[config.mk]
export PLATFORM = sky130hd
export DESIGN_NAME = mwte_queue
export DESIGN_NICKNAME = d
export VERILOG_FILES = /design/src/hw/rtl/mwte_pkg.sv /design/src/hw/rtl/mwte_queue.sv
export SDC_FILE = /design/constraint.sdc
export NUM_CORES = 1
export LEC_CHECK = 0
export BUFFER_PORTS_ARGS = -buffer_cell sky130_fd_sc_hd__buf_4
export CAP_MARGIN = 20
export CORE_ASPECT_RATIO = 1.25
export CORE_MARGIN = 10
export CORE_UTILIZATION = 30
export DETAILED_ROUTE_END_ITERATION = 8
export PLACE_DENSITY = 0.52
export SYNTH_ARGS = -nofsm -noshare
export SYNTH_HDL_FRONTEND = slang
export SYNTH_SLANG_ARGS = --single-unit
export TNS_END_PERCENT = 5
[constraint.sdc]
create_clock -name clk -period 4.9 [get_ports clk]
set_input_delay 0.49 -clock clk [delete_from_list [all_inputs] [get_ports clk]]
set_output_delay 0.49 -clock clk [all_outputs]
set_load 0.05 [all_outputs]
[src/hw/rtl/mwte_pkg.sv]
// ----------------------------------------------------------------------------
// mwte_pkg
// Shared types and constants of the winding thermal estimator.
// ----------------------------------------------------------------------------
`default_nettype none

package mwte_pkg;

    localparam int TEMP_FRAC_BITS_DEF = 24;
    localparam int QUEUE_DEPTH_DEF    = 2;

    localparam int MUL_W      = 32;
    localparam int CUR_W      = 16;
    localparam int RES_W      = 16;
    localparam int ISQ_W      = 32;
    localparam int AMB_W      = 16;
    localparam int COND_W     = 24;
    localparam int GAIN_W     = 32;
    localparam int CEIL_W     = 16;
    localparam int TEMP_W     = 17;
    localparam int LOSS_W     = 24;
    localparam int LOSS_SHIFT = 20;
    localparam int CFG_IDX_W  = 2;
    localparam int CFG_DATA_W = 32;

    localparam logic [LOSS_W-1:0] LOSS_MAX = '1;

    localparam logic [AMB_W-1:0]  AMBIENT_RESET     = 16'd6400;
    localparam logic [COND_W-1:0] CONDUCTANCE_RESET = 24'd65536;
    localparam logic [GAIN_W-1:0] GAIN_RESET        = 32'd42950;
    localparam logic [CEIL_W-1:0] CEILING_RESET     = 16'd51200;

    localparam logic [CFG_IDX_W-1:0] REG_AMBIENT     = 2'd0;
    localparam logic [CFG_IDX_W-1:0] REG_CONDUCTANCE = 2'd1;
    localparam logic [CFG_IDX_W-1:0] REG_STEP_GAIN   = 2'd2;
    localparam logic [CFG_IDX_W-1:0] REG_CEILING     = 2'd3;

    localparam logic KIND_UPDATE = 1'b0;
    localparam logic KIND_RESET  = 1'b1;

    typedef struct packed {
        logic              kind;
        logic [ISQ_W-1:0]  isq;
        logic [RES_W-1:0]  rs;
    } cmd_t;

    typedef struct packed {
        logic [AMB_W-1:0]  ambient;
        logic [COND_W-1:0] conductance;
        logic [GAIN_W-1:0] gain;
        logic [CEIL_W-1:0] ceiling;
    } cfg_t;

endpackage

`default_nettype wire

[src/hw/rtl/mwte_queue.sv]
// ----------------------------------------------------------------------------
// mwte_queue
// Short request queue between the front and the back.
// ----------------------------------------------------------------------------
`default_nettype none

module mwte_queue
    import mwte_pkg::*;
#(
    parameter int DEPTH = QUEUE_DEPTH_DEF
)
(
    input  wire logic clk,
    input  wire logic rst_n,
    input  wire logic push,
    input  cmd_t      wr_data,
    input  wire logic pop,
    output cmd_t      rd_data,
    output logic      full,
    output logic      empty
);

    localparam int PTR_W = $clog2(DEPTH);
    localparam int CNT_W = $clog2(DEPTH + 1);

    cmd_t             mem [DEPTH];
    logic [PTR_W-1:0] wr_ptr_reg;
    logic [PTR_W-1:0] rd_ptr_reg;
    logic [CNT_W-1:0] count_reg;

    assign full    = (count_reg == CNT_W'(DEPTH));
    assign empty   = (count_reg == '0);
    assign rd_data = mem[rd_ptr_reg];

    always_ff @(posedge clk)
    begin
        if (push)
        begin
            mem[wr_ptr_reg] <= wr_data;
        end
    end

    always_ff @(posedge clk or negedge rst_n)
    begin
        if (!rst_n)
        begin
            wr_ptr_reg <= '0;
            rd_ptr_reg <= '0;
            count_reg  <= '0;
        end
        else
        begin
            if (push)
            begin
                wr_ptr_reg <= (wr_ptr_reg == PTR_W'(DEPTH - 1)) ? '0 : wr_ptr_reg + 1'b1;
            end
            if (pop)
            begin
                rd_ptr_reg <= (rd_ptr_reg == PTR_W'(DEPTH - 1)) ? '0 : rd_ptr_reg + 1'b1;
            end
            if (push && !pop)
            begin
                count_reg <= count_reg + 1'b1;
            end
            else if (pop && !push)
            begin
                count_reg <= count_reg - 1'b1;
            end
        end
    end

endmodule

`default_nettype wire

==> run metrics <==
initial antenna violation count 0; synthesized area per cell 23.5 um^2; crit-path max cell delay 1070 ps; Worst path depth 2; row count 46; Ys Warns 0; Clk Latency, worst-skew pair between 300 and 400 ps; routed vias/inst 4.11; Synthesized Nets around 220; chip width approximately 120 um; sequential fraction of the synthesis area between 70% and 80%; core box area between 10000 and 15000 um^2; Critical Path Fanout Max 50; #FFs+latches synth approximately 100; pwr dens 677 nW/um^2; cell family with most CP delay flip-flops; final WL 7750 um; post-synth cell types 12; share of the synthesized area in the top cell type roughly 74%; Req. time, crit path between 4000 and 5000 ps; Max Freq between 400 and 500 MHz; Residual DRC 0; Layout area overhead 31.0%; Critical Path Source Type flip-flop; final hold vios 0; share of cells above drive strength 1 between 60% and 70%; max-cap violation count 0; layout net count ~330; gr usage total slightly below 9%; Worst Max-Slew Pin Slew 974 ps; Tmin final between 2000 and 2500 ps; first-pass GRT wire length ~12000 um; fin. max-slew vios 0; crit-path cells mux2_4 -> buf_4; CTS max path bufs 2; vias in the first global route roughly 2100; CP Launch Point rd_ptr_reg; post-route cell area 5210 um^2; Area contributors post-synth edfxtp_1, mux2_4, buf_12, dfrtp_1, xor2_1; Post-Syn Area a little under 4000 um^2; Final Skew 7.97 ps; drt initial violations 58; number of placed I/O pins 104; crit path to rd_data[32]; largest net degree at the start of global routing 51; TritonCTS clock tree built; TritonCTS Buffers 9; reg2reg path depth 2; CP endpoint kind primary output; arrival time worst endpoint slightly below 2000 ps; Post-DP Area 4880 um^2; Initial Util roughly 31%; H-Tree Depth 3; R2R Setup Slk just over 3000 ps; full die area 18300 um^2; die height roughly 150 um; Buf/Inv on CP 1; Detail Route Antenna Nets 0; RSZ-0062 raised after global routing no; max reg flops 98; Slowest-stage cell, CP dfrtp_4; worst r2r src wr_ptr_reg; Avg WL per Cell roughly 17 um; area leader, netlist edfxtp_1; reg-to-reg critical path endpoint mem[1][8]; CTS sink count 102; Diodes inserted 0; Worst slew margin a little over a third; Total Neg Setup Slack 0 ps; Mapped Cells 169; Clock transition at path regs approximately 70 ps; Hold WC Path Type input port to flip-flop; GRT overflow 0; Final GP Congestion between 0.6 and 0.7; Peak VDD IR about 0.26 mV; CTS Root Cell clkbuf_16; status completed; first drt pass iteration count 4; Crit Path Category flip-flop to primary output; via count between 1500 and 2000; I/O Buffers 103; final setup violation count 0; Power, Total approximately 0.0035 W; Leak slightly above 2 nW; Final HPWL DP approximately 5300 um; final cycle utilization of the critical path about half
-- worst min path at each step --
stage | slack (ps) | depth (start not counted) | end | start
global placement | 290 | 1 | count_reg[1] | rst_n
finish | 330 | 1 | mem[0][45] | wr_data[45]
floorplan | 190 | 0 | count_reg[0] | rst_n
CTS | 310 | 1 | mem[1][48] | wr_data[48]
detailed placement | 290 | 1 | count_reg[1] | rst_n
global route | 310 | 1 | mem[1][31] | wr_data[31]
-- routing by layer --
metal	track usage, %	vias up	part of all wire, %
met5	0	-	0
met4	5.72	0	2.4
met3	3.79	11	11
met2	14.4	66	51
met1	8.66	906	36
li1	-	877	-
-- per-stage QoR --
| step | utilization, % | hold slack, ps | setup WS, ps | instances |
|---|---|---|---|---|
| 5_1_grt | 40.6 | 313 | 2320 | 453 |
| 2_1_floorplan | - | 194 | 1770 | 169 |
| 6_report | 40.6 | 330 | 2420 | 453 |
| 3_3_place_gp | 38.0 | 288 | 2750 | 436 |
| 3_5_place_dp | 38.0 | 289 | 2740 | 436 |
| 4_1_cts | 40.6 | 313 | 2360 | 453 |
-- area by class of cell --
class	count	area, um^2
clock buffers	9	225
multi-input cells	60	827
clock inverters	7	96.3
well taps	168	210
fillers	1184	7630
repair buffers	106	798
flip-flops and latches	102	3050
inverters	1	3.75
-- cells in the final DEF, fill, tap and decap left out --
cell	Yosys	layout
and2_2	0	1
buf_4	0	105
bufinv_16	0	2
clkbuf_16	0	9
clkinv_1	0	1
clkinv_4	0	1
clkinvlp_4	0	2
dfrtp_1	4	3
dfrtp_4	0	1
dlygate4sd3_1	0	1
edfxtp_1	98	98
ha_1	1	1
inv_1	1	1
inv_6	0	1
mux2_4	49	49
nor2_1	2	2
nor2b_1	2	1
nor2b_4	0	1
xnor2_1	1	1
xor2_1	4	4
-- what timing repair did --
| action | CTS | global route |
|---|---|---|
| buffers inserted | 0 | 0 |
| setup endpoints to repair | 0 | 0 |
| gates resized for setup | 0 | 0 |
| hold buffers | 1 | 0 |
| hold endpoints to repair | 4 | 0 |
-- Yosys cell counts --
master,n
nor2_1,2
nor2b_1,2
xnor2_1,1
xor2_1,4
edfxtp_1,98
dfrtp_1,4
buf_6,1
ha_1,1
inv_1,1
mux2_4,49
and2_1,1
buf_12,5
-- kinds of logic after synthesis --
family / count (synthesis) / synth area share (%)
mux: 49 / 18.5
xor+xnor: 5 / 1.10
simple gates: 5 / 0.661
buf+inv: 7 / 2.89
flops: 102 / 76.5
fa+ha+maj: 1 / 0.315
-- power by group --
part	leakage [nW]	internal, W	switching, W
clock network	0.150	0.000448	0.000306
registers	0.965	0.00116	0.000165
logic	0.963	0.000571	0.000877
Note: power is estimated with default switching activity, not from simulation.
