<file path="config.mk">
export PLATFORM = sky130hd
export DESIGN_NAME = mwte_core
export DESIGN_NICKNAME = d
export VERILOG_FILES = /design/src/hw/rtl/mwte_pkg.sv /design/src/hw/rtl/mwte_core.sv
export SDC_FILE = /design/constraint.sdc
export NUM_CORES = 2
export LEC_CHECK = 0
export ABC_CLOCK_PERIOD_IN_PS = 28600
export CAP_MARGIN = 40
export CORE_ASPECT_RATIO = 1.4
export CORE_UTILIZATION = 36
export CTS_CLUSTER_DIAMETER = 150
export DETAILED_ROUTE_END_ITERATION = 10
export DONT_BUFFER_PORTS = 1
export HOLD_SLACK_MARGIN = 0.08
export MAX_ROUTING_LAYER = met4
export SLEW_MARGIN = 10
export SYNTH_ARGS = -nofsm -noshare
export SYNTH_HDL_FRONTEND = slang
export SYNTH_SLANG_ARGS = --single-unit
</file>
<file path="constraint.sdc">
create_clock -name clk -period 28.6 [get_ports clk]
set_clock_uncertainty 0.2 [all_clocks]
set_input_delay 7.15 -clock clk [delete_from_list [all_inputs] [get_ports clk]]
set_output_delay 7.15 -clock clk [all_outputs]
set_load 0.02 [all_outputs]
</file>
<file path="src/hw/rtl/mwte_pkg.sv">
// ----------------------------------------------------------------------------
// mwte_pkg
// Shared types and constants of the winding thermal estimator.
// ----------------------------------------------------------------------------
`default_nettype none

package mwte_pkg;

    localparam int TEMP_FRAC_BITS_DEF = 24;
    localparam int QUEUE_DEPTH_DEF    = 2;

    localparam int MUL_W      = 32;
    localparam int CUR_W      = 16;
    localparam int RES_W      = 16;
    localparam int ISQ_W      = 32;
    localparam int AMB_W      = 16;
    localparam int COND_W     = 24;
    localparam int GAIN_W     = 32;
    localparam int CEIL_W     = 16;
    localparam int TEMP_W     = 17;
    localparam int LOSS_W     = 24;
    localparam int LOSS_SHIFT = 20;
    localparam int CFG_IDX_W  = 2;
    localparam int CFG_DATA_W = 32;

    localparam logic [LOSS_W-1:0] LOSS_MAX = '1;

    localparam logic [AMB_W-1:0]  AMBIENT_RESET     = 16'd6400;
    localparam logic [COND_W-1:0] CONDUCTANCE_RESET = 24'd65536;
    localparam logic [GAIN_W-1:0] GAIN_RESET        = 32'd42950;
    localparam logic [CEIL_W-1:0] CEILING_RESET     = 16'd51200;

    localparam logic [CFG_IDX_W-1:0] REG_AMBIENT     = 2'd0;
    localparam logic [CFG_IDX_W-1:0] REG_CONDUCTANCE = 2'd1;
    localparam logic [CFG_IDX_W-1:0] REG_STEP_GAIN   = 2'd2;
    localparam logic [CFG_IDX_W-1:0] REG_CEILING     = 2'd3;

    localparam logic KIND_UPDATE = 1'b0;
    localparam logic KIND_RESET  = 1'b1;

    typedef struct packed {
        logic              kind;
        logic [ISQ_W-1:0]  isq;
        logic [RES_W-1:0]  rs;
    } cmd_t;

    typedef struct packed {
        logic [AMB_W-1:0]  ambient;
        logic [COND_W-1:0] conductance;
        logic [GAIN_W-1:0] gain;
        logic [CEIL_W-1:0] ceiling;
    } cfg_t;

endpackage

`default_nettype wire

</file>
<file path="src/hw/rtl/mwte_core.sv">
// ----------------------------------------------------------------------------
// mwte_core
// Sequenced loss and forward Euler update on one shared 32x32 multiplier.
// ----------------------------------------------------------------------------
`default_nettype none

module mwte_core
    import mwte_pkg::*;
#(
    parameter int TEMP_FRAC_BITS = TEMP_FRAC_BITS_DEF
)
(
    input  wire logic              clk,
    input  wire logic              rst_n,
    input  cfg_t                   cfg,
    input  wire logic              q_empty,
    input  cmd_t                   q_data,
    output logic                   q_pop,
    output logic                   out_valid,
    input  wire logic              out_stall,
    output logic [TEMP_W-1:0]      winding_temperature,
    output logic [LOSS_W-1:0]      copper_loss_power
);

    localparam int F       = TEMP_FRAC_BITS;
    localparam int ACC_W   = F + 17;
    localparam int DIFF_W  = F + 18;
    localparam int DISS_W  = F + 25;
    localparam int DELTA_W = F + 26;
    localparam int NET_W   = F + 27;
    localparam int SUM_W   = F + 28;
    localparam int MAG_W   = 2 * MUL_W;
    localparam int PROD_W  = 2 * MUL_W;
    localparam int WIDE_W  = 3 * MUL_W;

    localparam logic [3:0] ST_IDLE   = 4'd0;
    localparam logic [3:0] ST_LOSS   = 4'd1;
    localparam logic [3:0] ST_MAG1   = 4'd2;
    localparam logic [3:0] ST_ML1    = 4'd3;
    localparam logic [3:0] ST_MH1    = 4'd4;
    localparam logic [3:0] ST_SUM1   = 4'd5;
    localparam logic [3:0] ST_NET    = 4'd6;
    localparam logic [3:0] ST_MAG2   = 4'd7;
    localparam logic [3:0] ST_ML2    = 4'd8;
    localparam logic [3:0] ST_MH2    = 4'd9;
    localparam logic [3:0] ST_SUM2   = 4'd10;
    localparam logic [3:0] ST_ACC    = 4'd11;
    localparam logic [3:0] ST_FINISH = 4'd12;

    logic [3:0]         state_reg;
    logic [3:0]         state_next;

    logic               kind_reg;
    logic [ISQ_W-1:0]   isq_reg;
    logic [RES_W-1:0]   rs_reg;
    logic [LOSS_W-1:0]  loss_reg;
    logic [DIFF_W-1:0]  diff_reg;
    logic [MAG_W-1:0]   mag_reg;
    logic               neg_reg;
    logic [PROD_W-1:0]  plo_reg;
    logic [PROD_W-1:0]  phi_reg;
    logic [DISS_W-1:0]  diss_reg;
    logic [NET_W-1:0]   net_reg;
    logic [DELTA_W-1:0] delta_reg;
    logic [SUM_W-1:0]   sum_reg;
    logic [ACC_W-1:0]   acc_reg;
    logic               out_valid_reg;
    logic [TEMP_W-1:0]  out_temp_reg;
    logic [LOSS_W-1:0]  out_loss_reg;

    logic [MUL_W-1:0]   mul_a;
    logic [MUL_W-1:0]   mul_b;
    logic [PROD_W-1:0]  mul_p;
    logic [LOSS_W-1:0]  loss_next;
    logic [SUM_W-1:0]   lo_sum;
    logic [SUM_W-1:0]   hi_sum;
    logic [DIFF_W-1:0]  diff_next;
    logic [DIFF_W-1:0]  diff_abs;
    logic [NET_W-1:0]   loss_shift;
    logic [NET_W-1:0]   net_next;
    logic [NET_W-1:0]   net_abs;
    logic [WIDE_W-1:0]  wide_sum;
    logic [SUM_W-1:0]   acc_sx;
    logic [SUM_W-1:0]   delta_x;
    logic [SUM_W-1:0]   sum_next;
    logic [SUM_W-1:0]   lower_clamped;
    logic [SUM_W-1:0]   clamped;
    logic [ACC_W-1:0]   acc_new;
    logic               slot_free;

    // shared multiplier
    always_comb
    begin
        case (state_reg)
            ST_LOSS:
            begin
                mul_a = isq_reg;
                mul_b = MUL_W'(rs_reg);
            end
            ST_ML1:
            begin
                mul_a = mag_reg[MUL_W-1:0];
                mul_b = MUL_W'(cfg.conductance);
            end
            ST_MH1:
            begin
                mul_a = mag_reg[MAG_W-1:MUL_W];
                mul_b = MUL_W'(cfg.conductance);
            end
            ST_ML2:
            begin
                mul_a = mag_reg[MUL_W-1:0];
                mul_b = cfg.gain;
            end
            ST_MH2:
            begin
                mul_a = mag_reg[MAG_W-1:MUL_W];
                mul_b = cfg.gain;
            end
            default:
            begin
                mul_a = '0;
                mul_b = '0;
            end
        endcase
    end

    assign mul_p = PROD_W'(mul_a) * PROD_W'(mul_b);

    assign loss_next = (mul_p[PROD_W-1:LOSS_SHIFT+LOSS_W] != '0) ? LOSS_MAX
                                                                 : mul_p[LOSS_SHIFT +: LOSS_W];

    // clamp bounds in accumulator scale
    assign lo_sum = {{(SUM_W-AMB_W-F){cfg.ambient[AMB_W-1]}}, cfg.ambient, {F{1'b0}}};
    assign hi_sum = {{(SUM_W-CEIL_W-F){1'b0}}, cfg.ceiling, {F{1'b0}}};

    assign diff_next = {acc_reg[ACC_W-1], acc_reg} - lo_sum[DIFF_W-1:0];
    assign diff_abs  = diff_reg[DIFF_W-1] ? (~diff_reg + 1'b1) : diff_reg;

    assign wide_sum = {{MUL_W{1'b0}}, plo_reg} + {phi_reg, {MUL_W{1'b0}}};

    assign loss_shift = NET_W'({loss_reg, {F{1'b0}}});
    assign net_next   = neg_reg ? (loss_shift + NET_W'(diss_reg))
                                : (loss_shift - NET_W'(diss_reg));
    assign net_abs    = net_reg[NET_W-1] ? (~net_reg + 1'b1) : net_reg;

    assign acc_sx   = {{(SUM_W-ACC_W){acc_reg[ACC_W-1]}}, acc_reg};
    assign delta_x  = {{(SUM_W-DELTA_W){1'b0}}, delta_reg};
    assign sum_next = neg_reg ? (acc_sx - delta_x) : (acc_sx + delta_x);

    // ceiling applied last so it wins over ambient
    assign lower_clamped = ($signed(sum_reg) < $signed(lo_sum)) ? lo_sum : sum_reg;
    assign clamped       = ($signed(lower_clamped) > $signed(hi_sum)) ? hi_sum : lower_clamped;
    assign acc_new       = (kind_reg == KIND_RESET) ? lo_sum[ACC_W-1:0] : clamped[ACC_W-1:0];

    assign slot_free = !out_valid_reg || !out_stall;
    assign q_pop     = (state_reg == ST_IDLE) && !q_empty;

    always_comb
    begin
        state_next = state_reg;
        case (state_reg)
            ST_IDLE:
            begin
                if (!q_empty)
                begin
                    state_next = (q_data.kind == KIND_RESET) ? ST_FINISH : ST_LOSS;
                end
            end
            ST_LOSS:   state_next = ST_MAG1;
            ST_MAG1:   state_next = ST_ML1;
            ST_ML1:    state_next = ST_MH1;
            ST_MH1:    state_next = ST_SUM1;
            ST_SUM1:   state_next = ST_NET;
            ST_NET:    state_next = ST_MAG2;
            ST_MAG2:   state_next = ST_ML2;
            ST_ML2:    state_next = ST_MH2;
            ST_MH2:    state_next = ST_SUM2;
            ST_SUM2:   state_next = ST_ACC;
            ST_ACC:    state_next = ST_FINISH;
            ST_FINISH:
            begin
                if (slot_free)
                begin
                    state_next = ST_IDLE;
                end
            end
            default:   state_next = ST_IDLE;
        endcase
    end

    always_ff @(posedge clk)
    begin
        case (state_reg)
            ST_IDLE:
            begin
                if (!q_empty)
                begin
                    kind_reg <= q_data.kind;
                    isq_reg  <= q_data.isq;
                    rs_reg   <= q_data.rs;
                end
            end
            ST_LOSS:
            begin
                loss_reg <= loss_next;
                diff_reg <= diff_next;
            end
            ST_MAG1:
            begin
                mag_reg <= MAG_W'(diff_abs);
                neg_reg <= diff_reg[DIFF_W-1];
            end
            ST_ML1, ST_ML2: plo_reg <= mul_p;
            ST_MH1, ST_MH2: phi_reg <= mul_p;
            ST_SUM1:  diss_reg  <= wide_sum[16 +: DISS_W];
            ST_NET:   net_reg   <= net_next;
            ST_MAG2:
            begin
                mag_reg <= MAG_W'(net_abs);
                neg_reg <= net_reg[NET_W-1];
            end
            ST_SUM2:  delta_reg <= wide_sum[MUL_W +: DELTA_W];
            ST_ACC:   sum_reg   <= sum_next;
            default:
            begin
            end
        endcase
    end

    always_ff @(posedge clk or negedge rst_n)
    begin
        if (!rst_n)
        begin
            state_reg     <= ST_IDLE;
            acc_reg       <= ACC_W'(AMBIENT_RESET) << F;
            out_valid_reg <= 1'b0;
        end
        else
        begin
            state_reg <= state_next;
            if ((state_reg == ST_FINISH) && slot_free)
            begin
                acc_reg       <= acc_new;
                out_valid_reg <= 1'b1;
            end
            else if (out_valid_reg && !out_stall)
            begin
                out_valid_reg <= 1'b0;
            end
        end
    end

    always_ff @(posedge clk)
    begin
        if ((state_reg == ST_FINISH) && slot_free)
        begin
            out_temp_reg <= acc_new[F +: TEMP_W];
            out_loss_reg <= (kind_reg == KIND_RESET) ? '0 : loss_reg;
        end
    end

    assign out_valid           = out_valid_reg;
    assign winding_temperature = out_temp_reg;
    assign copper_loss_power   = out_loss_reg;

endmodule

`default_nettype wire

</file>
==> results.txt <==
* Number of cells upsized or downsized after cts: 0
* Count of non-filler cells in the finished layout: 8944
* Via Count: 48800
* Syn_nets: 8163
- CP dominant cell by count: sky130_fd_sc_hd__fa_1
* Setup TNS: 0 ps
* Num CTS Buffers: 67
- TritonCTS clock tree: yes
- After routing the design area is 69500 sq um.
- In the post-synthesis netlist, the cell with the most instances is sky130_fd_sc_hd__inv_1.
- During I/O placement, the number of pins put on the boundary was 184.
- Core region area: 176000 sq um
- Library cell contributing the largest single delay on the critical path: sky130_fd_sc_hd__a211oi_1
* Initial antenna violation count: 19
- STA classifies the critical path endpoint as a register.
* Number of DRC violations after detailed routing: 0
* Starting density of the core: 0.363
- Detailed-route wire length per cell: 24.3 um
- Top cells by count, synth: sky130_fd_sc_hd__inv_1 (1062), sky130_fd_sc_hd__fa_1 (900), sky130_fd_sc_hd__nor2_1 (770), sky130_fd_sc_hd__nand2_1 (750), sky130_fd_sc_hd__edfxtp_1 (508)
- Share of post-route cells with drive strength above 1: 0.0517
- In this run, post-CTS hold repair placed 0 buffers.
- Number of flip-flops under the largest register name: 52
* Asr flop ratio synth: 0.0830
- Post-CTS timing repair inserted 0 buffers for setup.
- Cell Count Post-Placement: 8810
* Filler Cells Inserted: 17400
- Number of nets in the layout: 8078
* Fraction of synthesized cell area taken by the top area cell type: 0.282
- Crit path arrival time: 16430 ps
- Number of pins with negative max-slew slack in the final report: 0
- Delay of the slowest cell on the worst path: 690 ps
- Via count of the first global-routing pass: 51600
- Setup repair after global routing left no endpoint under its margin.
* Type of the worst min-delay path: reg2reg
- Maximum Capacitance Violations: 0
- In this run the number of H-tree levels came out at 3.
- Startpoint Class: input pin
- The first global-routing pass estimated 326000 um of wire.
- Clock latency on the worst-skew pair, taken at its later pin, is 670 ps.
- Yosys cell types: 78
* Total setup violations reported at the end of the flow: 0
* Post-synthesis cell count: 6664
* Register area: 16400 sq um
* Routed met2 length: 104000 um
* Cell area after placement: 67200 sq um
- Clk root buf: sky130_fd_sc_hd__clkbuf_16
* Data required time at the worst endpoint: 28800 ps
- Final Critical Period: 16240 ps
* Routed length on met3: 16000 um
- The detailed router finished its first iteration with 4040 violations.
* Max FO, Critical Path: 24
- Yosys Warn Count: 0
- The die covers 179000 sq um.
- The detailed router used layers up to and including met4.
- Measured against its own limit, the worst slew margin works out to 0.289.
- DRT Pass-1 Iters: 6
- Counting along the longest clock path gives a buffer depth of 3.
* Synth area leader: sky130_fd_sc_hd__fa_1
- Entering global routing, the biggest net connects 88 pins.
- Final period utilization: 0.568
* Antenna-violating nets left: 0
* RePlAce Congestion: 1.00
- Sequential share of the synthesized area: 0.257
- Post-synthesis area per instance: 9.59 sq um
* Number of core rows: 182
- Number of register bits inferred by synthesis: 554
- Total grt overflow: 0
* Detail-routed via count per cell: 5.45
- Measured slew at the worst slew-check pin: 1070 ps
- Clock slew at reported path FFs: 60 ps
- Across every metal layer, demand over resource in global routing totals 0.253.
- Area occupied by multi-input gates: 42500 sq um
* Post-synthesis instance area: 63900 sq um
- Wires add up to 218000 um.
* Post-synth EDFFs: 508
- The critical path in this run is classified as in2reg.
- Outcome: completed
* Total half-perimeter wirelength after legalization and detailed placement: 174000 um
- From bottom edge to top edge, the die measures 501 um.
- CTS saw 554 sinks.
* Fmax: 61.6 MHz
- From left edge to right edge, the die measures 358 um.
- Met1 WL: 83200 um
- Commonest register cell after synthesis: sky130_fd_sc_hd__edfxtp_1
- The hold violation count in the final report was 0.
- In this run the tool buffered the top-level ports with 0 buffer cells.
* Growth of design area from synthesis to finish: 8.67%
- By area the synthesized netlist is led by sky130_fd_sc_hd__fa_1 (28%), sky130_fd_sc_hd__edfxtp_1 (24%), sky130_fd_sc_hd__ha_1 (9.0%), sky130_fd_sc_hd__inv_1 (6.2%), sky130_fd_sc_hd__nor2_1 (4.5%).
## worst max-delay path: cells and delay by family
| family | cells | cell delay [ps] |
|---|---|---|
| adders and majority gates | 9 | 4380 |
| AOI/OAI and AO/OA | 7 | 2180 |
| buffers and inverters | 7 | 990 |
| and+or+nand+nor | 6 | 1680 |
## per-stage QoR
step	worst slack, ps	hold slack, ps	utilization
3_5_place_dp	11640	205	0.382
4_1_cts	12290	218	0.395
3_3_place_gp	11460	201	0.379
6_report	12360	218	0.395
2_1_floorplan	8330	200	-
5_1_grt	11950	228	0.395
## kinds of logic after synthesis
family                     Yosys count  synth area share
AOI/OAI and AO/OA                  958            0.0985
xor gates and xnor gates           332            0.0455
adders and majority gates         1358             0.371
buffers and inverters             1365            0.0801
DFF                                554             0.257
muxes                               51           0.00843
and+or+nand+nor                   2046             0.139
## path summary, 6_finish.rpt
kind / endpoint / startpoint / slack [ps] / cells after the start
worst max-delay path: loss_reg[20] / cfg[24] / 12360 / 29
worst min-delay path: diss_reg[7] / plo_reg[23] / 220 / 0
worst max register to register: loss_reg[20] / state_reg[3] / 16470 / 30
worst min register to register: diss_reg[7] / plo_reg[23] / 220 / 0
max in group asynchronous: acc_reg[36] / rst_n / 22010 / 0
min in group asynchronous: acc_reg[24] / rst_n / 5980 / 0
## layer usage
layer / global-route usage / vias to the layer above
met5: - / -
met4: 0.134 / 0
met3: 0.0480 / 569
met2: 0.412 / 1986
met1: 0.296 / 24700
li1: - / 21500
## cell type report
type                            instances  area share
Sequential cell                       554       0.236
Antenna cell                           12    0.000432
Clock inverter                         43     0.00751
Multi-Input combinational cell       4745       0.612
Tap cell                             2300      0.0414
Timing Repair Buffer                  148      0.0195
Clock buffer                           79      0.0252
Inverter                             1063      0.0574
## cells in the final DEF (no fill, tap or decap), types with 12 or more instances in the layout
master / n
sky130_fd_sc_hd__inv_1: 1061
sky130_fd_sc_hd__fa_1: 900
sky130_fd_sc_hd__nor2_1: 762
sky130_fd_sc_hd__nand2_1: 750
sky130_fd_sc_hd__edfxtp_1: 508
sky130_fd_sc_hd__ha_1: 458
sky130_fd_sc_hd__a21oi_1: 249
sky130_fd_sc_hd__xnor2_1: 225
sky130_fd_sc_hd__o21ai_0: 190
sky130_fd_sc_hd__a21o_1: 123
sky130_fd_sc_hd__buf_4: 119
sky130_fd_sc_hd__xor2_1: 106
sky130_fd_sc_hd__nor3_1: 93
sky130_fd_sc_hd__nand3_1: 80
sky130_fd_sc_hd__clkbuf_16: 67
sky130_fd_sc_hd__and2_1: 61
sky130_fd_sc_hd__a22oi_1: 51
sky130_fd_sc_hd__nor2b_1: 49
sky130_fd_sc_hd__a22o_1: 45
sky130_fd_sc_hd__nand2b_1: 44
sky130_fd_sc_hd__dfrtp_1: 43
sky130_fd_sc_hd__a31oi_1: 36
sky130_fd_sc_hd__nand4_1: 35
sky130_fd_sc_hd__o31ai_1: 35
sky130_fd_sc_hd__o21a_1: 32
sky130_fd_sc_hd__or4_1: 30
sky130_fd_sc_hd__or3_1: 28
sky130_fd_sc_hd__mux2i_1: 27
sky130_fd_sc_hd__and3_1: 26
sky130_fd_sc_hd__o21bai_1: 24
sky130_fd_sc_hd__nor4_1: 24
sky130_fd_sc_hd__mux2_2: 23
sky130_fd_sc_hd__a211oi_1: 20
sky130_fd_sc_hd__o41ai_1: 20
sky130_fd_sc_hd__buf_8: 20
sky130_fd_sc_hd__or2_2: 16
sky130_fd_sc_hd__a21boi_0: 13
sky130_fd_sc_hd__a221oi_1: 13
sky130_fd_sc_hd__diode_2: 12
sky130_fd_sc_hd__o211ai_1: 12
Power is not shown: default switching activity piles up to over one toggle a cycle in this logic, so the estimate is an artifact.
